**src/design/keypad_scan_digit_scroller_top_defines.svh**
```systemverilog
// ----------------------------------------------------------------------------
// keypad_scan_digit_scroller_top_defines
// Assertion macros used by the keypad scanner top.
// ----------------------------------------------------------------------------
`ifndef KEYPAD_SCAN_DIGIT_SCROLLER_TOP_DEFINES_SVH
`define KEYPAD_SCAN_DIGIT_SCROLLER_TOP_DEFINES_SVH

// Same-cycle implication, checked at every rising edge outside reset.
`define KSDS_ASSERT_NOW(lbl, ante, cons, msg) \
  lbl: assert property (@(posedge clk) disable iff (rst) (ante) |-> (cons)) else $error(msg);

// Next-cycle implication, checked at every rising edge outside reset.
`define KSDS_ASSERT_NEXT(lbl, ante, cons, msg) \
  lbl: assert property (@(posedge clk) disable iff (rst) (ante) |=> (cons)) else $error(msg);

`endif

```
**src/design/ksds_pkg.sv**
```systemverilog
// ----------------------------------------------------------------------------
// ksds_pkg
// Types and constants shared by the keypad scanner front, back and top.
// ----------------------------------------------------------------------------
package ksds_pkg;

  localparam logic [7:0] ROW_TOP  = 8'h80;  // row pattern for row zero
  localparam logic [2:0] POS_LAST = 3'd7;   // rightmost display position

  // Column readback codes that mean a key.
  localparam logic [3:0] COL_A = 4'h8;
  localparam logic [3:0] COL_B = 4'h4;
  localparam logic [3:0] COL_C = 4'h2;
  localparam logic [3:0] COL_D = 4'h1;

  // One display job, handed from the front to the back.
  typedef struct packed {
    logic       blank;      // emit a blank write for every digit first
    logic       show;       // rewrite the buffered digits
    logic       l2r;        // scroll direction, 1 is left to right
    logic [3:0] count;      // digits held after this word
    logic [7:0] row_drive;  // row pattern for the next scan
  } cmd_t;

  typedef enum logic [1:0] {
    B_IDLE,
    B_BLANK,
    B_SHOW,
    B_QUIET
  } bstate_t;

endpackage

```
**src/design/ksds_front.sv**
```systemverilog
// ----------------------------------------------------------------------------
// ksds_front
// Decode a poll word, update scan, hold and buffer state, issue a display job.
// ----------------------------------------------------------------------------
module ksds_front #(
  parameter int DIGITS = 8
) (
  input  logic                    clk,
  input  logic                    rst,
  input  logic                    in_valid,
  output logic                    in_ready,
  input  logic [3:0]              column_bits,
  input  logic                    direction_button,
  input  logic                    q_ready,
  output logic                    q_push,
  output ksds_pkg::cmd_t          q_cmd,
  output logic [DIGITS-1:0][3:0]  q_buf
);
  import ksds_pkg::*;

  localparam logic [3:0] FULL = 4'(DIGITS);

  logic [1:0]             row;
  logic                   dir;
  logic [3:0]             cnt;
  logic                   held;
  logic [3:0]             newest;
  logic [DIGITS-1:0][3:0] buffer;

  logic [1:0]             row_next;
  logic                   dir_next;
  logic [3:0]             cnt_base;
  logic [3:0]             cnt_next;
  logic                   held_keep;
  logic                   held_next;
  logic                   key_valid;
  logic [3:0]             col_off;
  logic [3:0]             key;
  logic                   append;
  logic [DIGITS-1:0][3:0] buffer_next;

  assign in_ready = q_ready;
  assign q_push   = in_valid & in_ready;

  always_comb begin
    key_valid = 1'b1;
    case (column_bits)
      COL_A:   col_off = 4'd1;
      COL_B:   col_off = 4'd2;
      COL_C:   col_off = 4'd3;
      COL_D:   col_off = 4'd4;
      default: begin
        col_off   = 4'd0;
        key_valid = 1'b0;
      end
    endcase
  end

  // Key 16 wraps to 0 in four bits.
  assign key      = {row, 2'b00} + col_off;
  assign row_next = row + 2'd1;
  assign dir_next = dir ^ direction_button;
  assign cnt_base = direction_button ? 4'd0 : cnt;

  // Hold only while the same key stays down over a non-empty buffer.
  assign held_keep = held & key_valid & (cnt_base != 4'd0) & (key == newest);
  assign append    = key_valid & ~held_keep;
  assign held_next = held_keep | append;

  always_comb begin
    buffer_next = buffer;
    cnt_next    = cnt_base;
    if (append) begin
      if (cnt_base >= FULL) begin
        // drop the oldest digit
        for (int j = 0; j < DIGITS - 1; j++) begin
          buffer_next[j] = buffer[j+1];
        end
        buffer_next[DIGITS-1] = key;
        cnt_next = FULL;
      end else begin
        for (int j = 0; j < DIGITS; j++) begin
          if (cnt_base == 4'(j)) begin
            buffer_next[j] = key;
          end
        end
        cnt_next = cnt_base + 4'd1;
      end
    end
  end

  always_comb begin
    q_cmd.blank     = direction_button;
    q_cmd.show      = append;
    q_cmd.l2r       = dir_next;
    q_cmd.count     = cnt_next;
    q_cmd.row_drive = ROW_TOP >> row_next;
    q_buf           = buffer_next;
  end

  always_ff @(posedge clk) begin
    if (rst) begin
      row  <= 2'd0;
      dir  <= 1'b0;
      cnt  <= 4'd0;
      held <= 1'b0;
    end else if (q_push) begin
      row  <= row_next;
      dir  <= dir_next;
      cnt  <= cnt_next;
      held <= held_next;
    end
  end

  always_ff @(posedge clk) begin
    if (q_push) begin
      buffer <= buffer_next;
      if (append) begin
        newest <= key;
      end
    end
  end

endmodule

```
**src/design/ksds_queue.sv**
```systemverilog
// ----------------------------------------------------------------------------
// ksds_queue
// Two-entry queue between front and back.
// ----------------------------------------------------------------------------
module ksds_queue #(
  parameter int W = 16
) (
  input  logic         clk,
  input  logic         rst,
  input  logic         push,
  output logic         push_ready,
  input  logic [W-1:0] push_data,
  output logic         pop_valid,
  input  logic         pop,
  output logic [W-1:0] pop_data
);

  logic [1:0][W-1:0] mem;
  logic              wp;
  logic              rp;
  logic [1:0]        level;

  assign push_ready = (level != 2'd2);
  assign pop_valid  = (level != 2'd0);
  assign pop_data   = mem[rp];

  always_ff @(posedge clk) begin
    if (rst) begin
      wp    <= 1'b0;
      rp    <= 1'b0;
      level <= 2'd0;
    end else begin
      if (push) begin
        wp <= ~wp;
      end
      if (pop) begin
        rp <= ~rp;
      end
      case ({push, pop})
        2'b10:   level <= level + 2'd1;
        2'b01:   level <= level - 2'd1;
        default: level <= level;
      endcase
    end
  end

  always_ff @(posedge clk) begin
    if (push) begin
      mem[wp] <= push_data;
    end
  end

endmodule

```
**src/design/ksds_back.sv**
```systemverilog
// ----------------------------------------------------------------------------
// ksds_back
// Sequence one display job into result words through an output register.
// ----------------------------------------------------------------------------
module ksds_back #(
  parameter int DIGITS = 8
) (
  input  logic                    clk,
  input  logic                    rst,
  input  logic                    q_valid,
  output logic                    q_ready,
  input  ksds_pkg::cmd_t          q_cmd,
  input  logic [DIGITS-1:0][3:0]  q_buf,
  output logic                    out_valid,
  input  logic                    out_ready,
  output logic [7:0]              row_drive,
  output logic                    disp_valid,
  output logic                    disp_blank,
  output logic [2:0]              disp_pos,
  output logic [3:0]              disp_digit,
  output logic                    last
);
  import ksds_pkg::*;

  localparam int         IDXW     = (DIGITS > 1) ? $clog2(DIGITS) : 1;
  localparam logic [2:0] IDX_LAST = 3'(DIGITS - 1);

  bstate_t                state;
  bstate_t                state_next;
  logic [2:0]             idx;
  logic [2:0]             idx_next;
  cmd_t                   cmd;
  logic [DIGITS-1:0][3:0] buffer;

  logic       room;
  logic       emit;
  logic       r_valid;
  logic       r_blank;
  logic [2:0] r_pos;
  logic [3:0] r_digit;
  logic       r_last;
  logic [3:0] rd_sel;
  logic       blank_done;
  logic       show_done;

  assign room       = ~out_valid | out_ready;
  assign blank_done = (idx == IDX_LAST);
  assign show_done  = ({1'b0, idx} == cmd.count - 4'd1);
  // newest digit first
  assign rd_sel     = cmd.count - 4'd1 - {1'b0, idx};

  always_comb begin
    state_next = state;
    idx_next   = idx;
    q_ready    = 1'b0;
    emit       = 1'b0;
    r_valid    = 1'b0;
    r_blank    = 1'b0;
    r_pos      = 3'd0;
    r_digit    = 4'd0;
    r_last     = 1'b0;
    case (state)
      B_IDLE: begin
        if (q_valid) begin
          q_ready  = 1'b1;
          idx_next = 3'd0;
          if (q_cmd.blank) begin
            state_next = B_BLANK;
          end else if (q_cmd.show) begin
            state_next = B_SHOW;
          end else begin
            state_next = B_QUIET;
          end
        end
      end
      B_BLANK: begin
        if (room) begin
          emit    = 1'b1;
          r_valid = 1'b1;
          r_blank = 1'b1;
          r_pos   = idx;
          r_last  = blank_done & ~cmd.show;
          if (blank_done) begin
            idx_next   = 3'd0;
            state_next = cmd.show ? B_SHOW : B_IDLE;
          end else begin
            idx_next = idx + 3'd1;
          end
        end
      end
      B_SHOW: begin
        if (room) begin
          emit    = 1'b1;
          r_valid = 1'b1;
          r_pos   = cmd.l2r ? idx : POS_LAST - idx;
          r_digit = buffer[rd_sel[IDXW-1:0]];
          r_last  = show_done;
          if (show_done) begin
            state_next = B_IDLE;
          end else begin
            idx_next = idx + 3'd1;
          end
        end
      end
      B_QUIET: begin
        if (room) begin
          emit       = 1'b1;
          r_last     = 1'b1;
          state_next = B_IDLE;
        end
      end
      default: begin
        state_next = B_IDLE;
      end
    endcase
  end

  always_ff @(posedge clk) begin
    if (rst) begin
      state     <= B_IDLE;
      idx       <= 3'd0;
      out_valid <= 1'b0;
    end else begin
      state <= state_next;
      idx   <= idx_next;
      if (emit) begin
        out_valid <= 1'b1;
      end else if (out_ready) begin
        out_valid <= 1'b0;
      end
    end
  end

  always_ff @(posedge clk) begin
    if (q_ready) begin
      cmd    <= q_cmd;
      buffer <= q_buf;
    end
    if (emit) begin
      row_drive  <= cmd.row_drive;
      disp_valid <= r_valid;
      disp_blank <= r_blank;
      disp_pos   <= r_pos;
      disp_digit <= r_digit;
      last       <= r_last;
    end
  end

endmodule

```
**src/design/keypad_scan_digit_scroller_top.sv**
```systemverilog
// ----------------------------------------------------------------------------
// keypad_scan_digit_scroller_top
// 4x4 keypad row scanner with a scrolling hex display of the keys entered.
// ----------------------------------------------------------------------------
// Input channel (in_valid/in_ready): one word per poll tick, carrying the
//   column readback for the row now driven and the direction switch.
// Output channel (out_valid/out_ready): one word per display write; a tick
//   gives up to DIGITS+1 words, or one quiet word with disp_valid low. The
//   final word of a tick has last set; row_drive is the next row pattern.
// The front decodes the tick and updates scan state in the accept cycle,
//   then posts a job into a two-entry queue. The back loads a job while
//   idle, then emits its words in turn, stalling while the output register
//   is full, and takes no new job until the last word is out; it sets the rate.
// A tick's first word goes through the queue, job register and output register.
// Reset clears row index, count, key hold and direction (right to left);
//   the digit buffer is not cleared, since an empty buffer is never read.
// A stalled receiver holds the output register; the back then stops, the
//   queue fills and in_ready drops once it holds two jobs.
// ----------------------------------------------------------------------------
module keypad_scan_digit_scroller_top #(
  parameter int DIGITS = 8
) (
  input  logic       clk,
  input  logic       rst,
  input  logic       in_valid,
  output logic       in_ready,
  input  logic [3:0] column_bits,
  input  logic       direction_button,
  output logic       out_valid,
  input  logic       out_ready,
  output logic [7:0] row_drive,
  output logic       disp_valid,
  output logic       disp_blank,
  output logic [2:0] disp_pos,
  output logic [3:0] disp_digit,
  output logic       last
);
  import ksds_pkg::*;

  `include "keypad_scan_digit_scroller_top_defines.svh"

  localparam int QW = $bits(cmd_t) + DIGITS * 4;

  // front to queue
  logic                   f_push;
  logic                   f_ready;
  cmd_t                   f_cmd;
  logic [DIGITS-1:0][3:0] f_buf;

  // queue to back
  logic                   b_valid;
  logic                   b_ready;
  logic [QW-1:0]          b_data;
  cmd_t                   b_cmd;
  logic [DIGITS-1:0][3:0] b_buf;

  assign {b_cmd, b_buf} = b_data;

  // Decode the tick and advance scan state.
  ksds_front #(
    .DIGITS (DIGITS)
  ) u_front (
    .clk              (clk),
    .rst              (rst),
    .in_valid         (in_valid),
    .in_ready         (in_ready),
    .column_bits      (column_bits),
    .direction_button (direction_button),
    .q_ready          (f_ready),
    .q_push           (f_push),
    .q_cmd            (f_cmd),
    .q_buf            (f_buf)
  );

  // Decouple: buffer jobs while the receiver stalls.
  ksds_queue #(
    .W (QW)
  ) u_queue (
    .clk        (clk),
    .rst        (rst),
    .push       (f_push),
    .push_ready (f_ready),
    .push_data  ({f_cmd, f_buf}),
    .pop_valid  (b_valid),
    .pop        (b_ready),
    .pop_data   (b_data)
  );

  // Expand each job into display writes.
  ksds_back #(
    .DIGITS (DIGITS)
  ) u_back (
    .clk        (clk),
    .rst        (rst),
    .q_valid    (b_valid),
    .q_ready    (b_ready),
    .q_cmd      (b_cmd),
    .q_buf      (b_buf),
    .out_valid  (out_valid),
    .out_ready  (out_ready),
    .row_drive  (row_drive),
    .disp_valid (disp_valid),
    .disp_blank (disp_blank),
    .disp_pos   (disp_pos),
    .disp_digit (disp_digit),
    .last       (last)
  );

  // A quiet word closes its tick and writes nothing.
  `KSDS_ASSERT_NOW(a_quiet_word, out_valid && !disp_valid, last && !disp_blank && disp_pos == 3'd0 && disp_digit == 4'd0, "quiet word malformed")

  // Blank writes carry no digit.
  `KSDS_ASSERT_NOW(a_blank_word, out_valid && disp_blank, disp_valid && disp_digit == 4'd0, "blank write carries a digit")

  // Row pattern is a single bit in the upper nibble.
  `KSDS_ASSERT_NOW(a_row_drive, out_valid, $onehot(row_drive) && row_drive[3:0] == 4'd0, "bad row pattern")

  // A job is only taken from the queue when one is waiting.
  `KSDS_ASSERT_NOW(a_queue_pop, b_ready, b_valid, "pop from empty queue")

endmodule
```
**config.mk**
```make
export PLATFORM = sky130hd
export DESIGN_NAME = keypad_scan_digit_scroller_top
export DESIGN_NICKNAME = d
export VERILOG_FILES = /design/src/design/ksds_pkg.sv /design/src/design/ksds_front.sv /design/src/design/ksds_queue.sv /design/src/design/ksds_back.sv /design/src/design/keypad_scan_digit_scroller_top.sv
export VERILOG_INCLUDE_DIRS = /design/src /design/src/design
export SDC_FILE = /design/constraint.sdc
export NUM_CORES = 1
export LEC_CHECK = 0
export BUFFER_PORTS_ARGS = -buffer_cell sky130_fd_sc_hd__buf_2
export CORE_ASPECT_RATIO = 0.6
export CORE_UTILIZATION = 59
export DETAILED_ROUTE_END_ITERATION = 10
export GPL_TIMING_DRIVEN = 0
export HOLD_SLACK_MARGIN = 0.08
export PLACE_DENSITY = 0.86
export SETUP_SLACK_MARGIN = 0.05
export SLEW_MARGIN = 20
export SYNTH_ARGS = -nofsm -noshare
export SYNTH_HDL_FRONTEND = slang
export SYNTH_SLANG_ARGS = --single-unit
export TNS_END_PERCENT = 1
```
**constraint.sdc**
```tcl
create_clock -name clk -period 4.4 [get_ports clk]
set_input_delay 0 -clock clk [delete_from_list [all_inputs] [get_ports clk]]
set_output_delay 0 -clock clk [all_outputs]
set_load 0.05 [all_outputs]
```
---- Yosys cells after proc, flatten, opt, wreduce, memory -nomap -nowiden ----
Cells that the tools add are included.
cells by class
  equal/unequal tests ..................... 27
  bitwise gates (word level) .............. 14
  mux-type cells .......................... 52
  shifts and indexed selects .............. 1
  reduce and logical (&&, ||, !) cells .... 15
  add/sub/neg operators ................... 9
  order comparisons ....................... 5
operators with widths
  kind                                                   number
  two-way mux 47 bit                                     3
  bitwise mux 94 bit                                     1
  two-way mux 32 bit                                     2
  two-way mux 4 bit                                      12
  demux 47 bit (select 1 bit)                            1
  two-way mux 3 bit                                      8
  == test 4 x 3 -> 1 bit, second input constant          5
  two-way mux 2 bit                                      8
  binary-select mux 4 bit (select 3 bit)                 1
  == test 4 x 2 -> 1 bit, second input constant          3
  one-hot mux 3 bit (4 select lines)                     1
  two-way mux 1 bit                                      10
  inequality test 2 x 1 -> 1 bit, second input constant  5
  one-hot mux 3 bit (3 select lines)                     1
  == test 4 x 1 -> 1 bit, second input constant          2
  one-hot mux 2 bit (4 select lines)                     1
  right shift 8 x 2 -> 8 bit, first input constant       1
  AND 1 bit                                              6
  == test 2 bit, second input constant                   3
  inequality test 2 bit, second input constant           3
  one-hot mux 3 bit (2 select lines)                     1
  AND reduction 6 bit                                    1
  nonzero test 2 bit                                     3
  inverter 1 bit                                         5
  other kinds (31)                                       36
storage, ports and cells
  register bits ........................... 212

---- Logic depth before layout (Yosys ltp) ----
  word-level depth ........................ 10
  gate-level depth with buffers ........... 11

---- By module ----
Synthesis repeated with hierarchy kept, for this count alone.
second synthesis, totals
  cell total of the unflattened synthesis .. 591
  area, all modules ....................... 9140.0 um2
modules (own cells, without submodules)
  module      instances  area an instance (um2)  cells each
  ksds_queue  1          3570.9                  166
  ksds_back   1          2916.5                  167
  ksds_front  1          2652.5                  258

---- Least setup slack after synthesis ----
No wires, ideal clock.
  path type ............................... reg-to-reg
  start ................................... register u_back.state[0]
  end ..................................... register u_queue.level[1]
  setup time .............................. 71 ps
  path slack .............................. 496 ps
  buffers on the path ..................... 1
  data arrival time ....................... 3833 ps
  clock period less this slack ............ 3904 ps
  stages on the path, launching flop included .. 8
  cells stage by stage .................... dfxtp_1 inv_1 ha_1 clkbuf_1 nor2b_1 ha_1 or3_1 a21oi_1
between the ends
  cells in the longest elaborated chain, start to end .. 4
RTL lines
  item                                                                             line                                  text
  from (decl)                                                                      ksds_back.sv:28                       bstate_t state;
  from (signal assigned)                                                           ksds_back.sv:124                      state <= state_next;
  logical NOT 2 bit *                                                              ksds_back.sv:62                       case (state)
  two-way mux 1 bit *                                                              ksds_back.sv:62
  via b_ready                                                                      keypad_scan_digit_scroller_top.sv:52  logic b_ready;
  == test 2 x 1 -> 1 bit / == test 2 bit (equally long branches)                   ksds_queue.sv:39                      case ({push, pop})
  one-hot mux 2 bit (2 select lines) / nonzero test 2 bit (equally long branches)  -
  to (signal assigned)                                                             ksds_queue.sv:40                      2'b10: level <= level + 2'd1;
  to (signal assigned)                                                             ksds_queue.sv:41                      2'b01: level <= level - 2'd1;
  to (signal assigned)                                                             ksds_queue.sv:42                      default: level <= level;
  to (decl)                                                                        ksds_queue.sv:21                      logic [1:0] level;
The timed path passes the listed nets; every way through them passes the cells marked *.
A chain may end at the register's enable or synchronous reset.

==> reports/results.ini <==
[outcome]
status=complete, no violations

[synthesis]
avgSynthCellArea_sq_um=14.95
synth_edf_count=178
syn-instance-count=566
ys_types=53
synth-seq-area-share=0.6743
async_flop_share=0
synth_flop_cell=edfxtp_1
synth_area_sq_um=8462
ys_ff_latch=196
yosys_warnings=0

[layout]
final_cell_mix=edfxtp_1, nor2_1, mux2_2, a21oi_1, buf_2
fillers=892
area_growth_syn_to_layout_pct=12.91
diodes=0
layout-drive-gt1-share=0.2278
layout_commonest_cell=edfxtp_1
final_net_count=649
final_area_sq_um=9554
multi_input_area_sq_um=2596
register_area_sq_um=5705

[detailed_routing]
antenna_left=0
routedWlPerCell_um=22.78
via_per_inst=6.203
drt_iter0_markers=581
drc=0
first_pass_iters=5
vias=5111
finalWirelength_mm=18.77

[timing]
drv_slew=0
setup_viol=0
tightestPinTransition_ns=0.9733
rsz0062_at_grt=false
period_minus_slack_ns=3.562
finalHoldViolations=0
max-slew-margin-rel=0.3489
fin_crit_sh=0.8095
fmax_mhz=280.7
clock_skew_ns=0.01086

[cts]
cts_setup_buffers=0
cts_root_buf=clkbuf_16
htreeDepth=4
path_clk_slew_ns=0.07
clock-sinks=196
clk_latency_ns=0.43
cts_tree=done
numCtsBuffers=17
clockBufferDepth=2

[setup_path]
start_kind=input port
worstSetupEndpointType=register
path_class=in -> reg
cp_max_fo=11
reg2regPathDepth=10
worstPathRequired_ns=4.53
cp.arrival_ns=3.69
r2r_setup_slack_ns=1.07

[floorplanning]
die_h_um=94.77
core.rowCount=33
dieArea_sq_um=14840
start_util=0.6118
core_area_sq_um=13830
die_w_um=156.6
io_pins=29

[placed_design]
hpwl_mm=12.56
io_buffers=23
place_area_sq_um=8927
place_congestion=0.9223

[run]
drv_cap=0

[min_path]
whs_path_depth=4
worst_hold_path_type=in -> reg

[grt]
grt_max_degree=41
grt_use_total=0.2754
grt_pass1_wl_mm=29.11
antenna_found_initial=0
grt_overflow=0
grt_pass1_vias=4974

[power_and_ir_drop]
total_power_mw=6.184
power_density_nw_per_um2=647.3
irDropWorstVdd_mv=0.3332
leakage_nw=3.393

==> per-layer routing <==
| layer | track usage | up-vias | part of all wire |
|---|---|---|---|
| li1 | - | 2278 | - |
| met1 | 0.4000 | 2550 | 0.45 |
| met2 | 0.4167 | 263 | 0.45 |
| met3 | 0.07756 | 20 | 0.096 |
| met4 | 0.05882 | 0 | 0.0080 |
| met5 | 0 | - | 0 |
==> cell usage after synthesis (all sizes together) (2+ instances only) <==
library cell	instances	area share
inv	15	0.0067
nor3	12	0.0084
a32o	3	0.0035
a2bb2oi	16	0.017
xor2	7	0.0072
a21oi	31	0.018
edfxtp	178	0.63
o22ai	17	0.013
clkbuf	17	0.0077
nand2	24	0.011
ha	20	0.030
o21bai	14	0.012
o221a	12	0.016
or3	2	0.0021
nor2b	3	0.0022
o21ai	10	0.0059
dfxtp	18	0.043
mux2i	6	0.0071
and2	4	0.0030
nor4	2	0.0015
buf	13	0.0081
a31o	2	0.0021
nand3	3	0.0018
nand2b	9	0.0067
mux4	8	0.021
xnor2	7	0.0072
mux2	47	0.064
nor2	46	0.020
a31oi	4	0.0030
==> metrics by stage <==
step | worst slack [ns] | TNS (ns) | std cells | utilization | hold slack [ns]
3_5_place_dp | 1.209 | 0 | 787 | 0.6454 | 0.3107
2_1_floorplan | 0.4963 | 0 | 569 | - | 0.09887
5_1_grt | 0.8064 | 0 | 824 | 0.6907 | 0.1715
3_3_place_gp | -0.5266 | -0.8005 | 784 | 0.6383 | 0.2998
4_1_cts | 1.071 | 0 | 824 | 0.6905 | 0.1110
6_report | 0.8381 | 0 | 824 | 0.6907 | 0.1350
==> worst max-delay path, cell delays in order <==
cell	delay (ns)
dlygate4sd3_1	0.53
buf_2	0.18
clkbuf_1	0.25
nor2b_1	0.39
inv_1	0.12
ha_1	0.23
nand2_1	0.24
nand4bb_1	0.14
o21ai_1	0.40
inv_2	0.16
buf_2	0.24
buf_2	0.24
a2bb2oi_1	0.56
==> kinds of logic after synthesis <==
logic type,synth area share
simple gates,0.06299
fa+ha+maj,0.03194
xor+xnor,0.01996
flops,0.6743
mux,0.09271
buf+inv,0.02248
compound gates,0.09522
other cells,0.0004432
==> power by group <==
part / internal, mW / switching (mW)
sequential: 2.70 / 0.183
clock: 0.800 / 0.715
combinational: 0.651 / 1.14
==> flip-flops by register name, summed over array words and instances (netlist names), 4 cells and up <==
signal	count
u_back.disp_digit	4
u_front.cnt	4
u_back.row_drive	4
u_back.cmd	10
u_front.buffer	32
u_queue.mem	86
u_front.newest	4
u_back.buffer	32
==> final cells by class <==
class	instances	share of cell area
repair buffers	31	0.02593
inverters	15	0.005893
plain buffers	30	0.01401
multi-input cells	328	0.2717
well taps	192	0.02514
clock inverters	14	0.01519
clock buffers	18	0.04492
flip-flops and latches	196	0.5972
==> path summary, 6_finish.rpt <==
| check | to | startpoint |
|---|---|---|
| max | u_front.buffer[13] | direction_button |
| min | u_front.held | in_valid |
| max reg2reg | u_front.buffer[13] | u_front.cnt[1] |
| min reg2reg | u_back.row_drive[6] | u_back.cmd[6] |
==> timing repair <==
action	CTS	global route
gates resized for setup	0	0
setup endpoints to repair	0	0
hold buffers	5	0
endpoints found under the hold margin	7	0
Note: power is estimated with default switching activity, not from simulation.
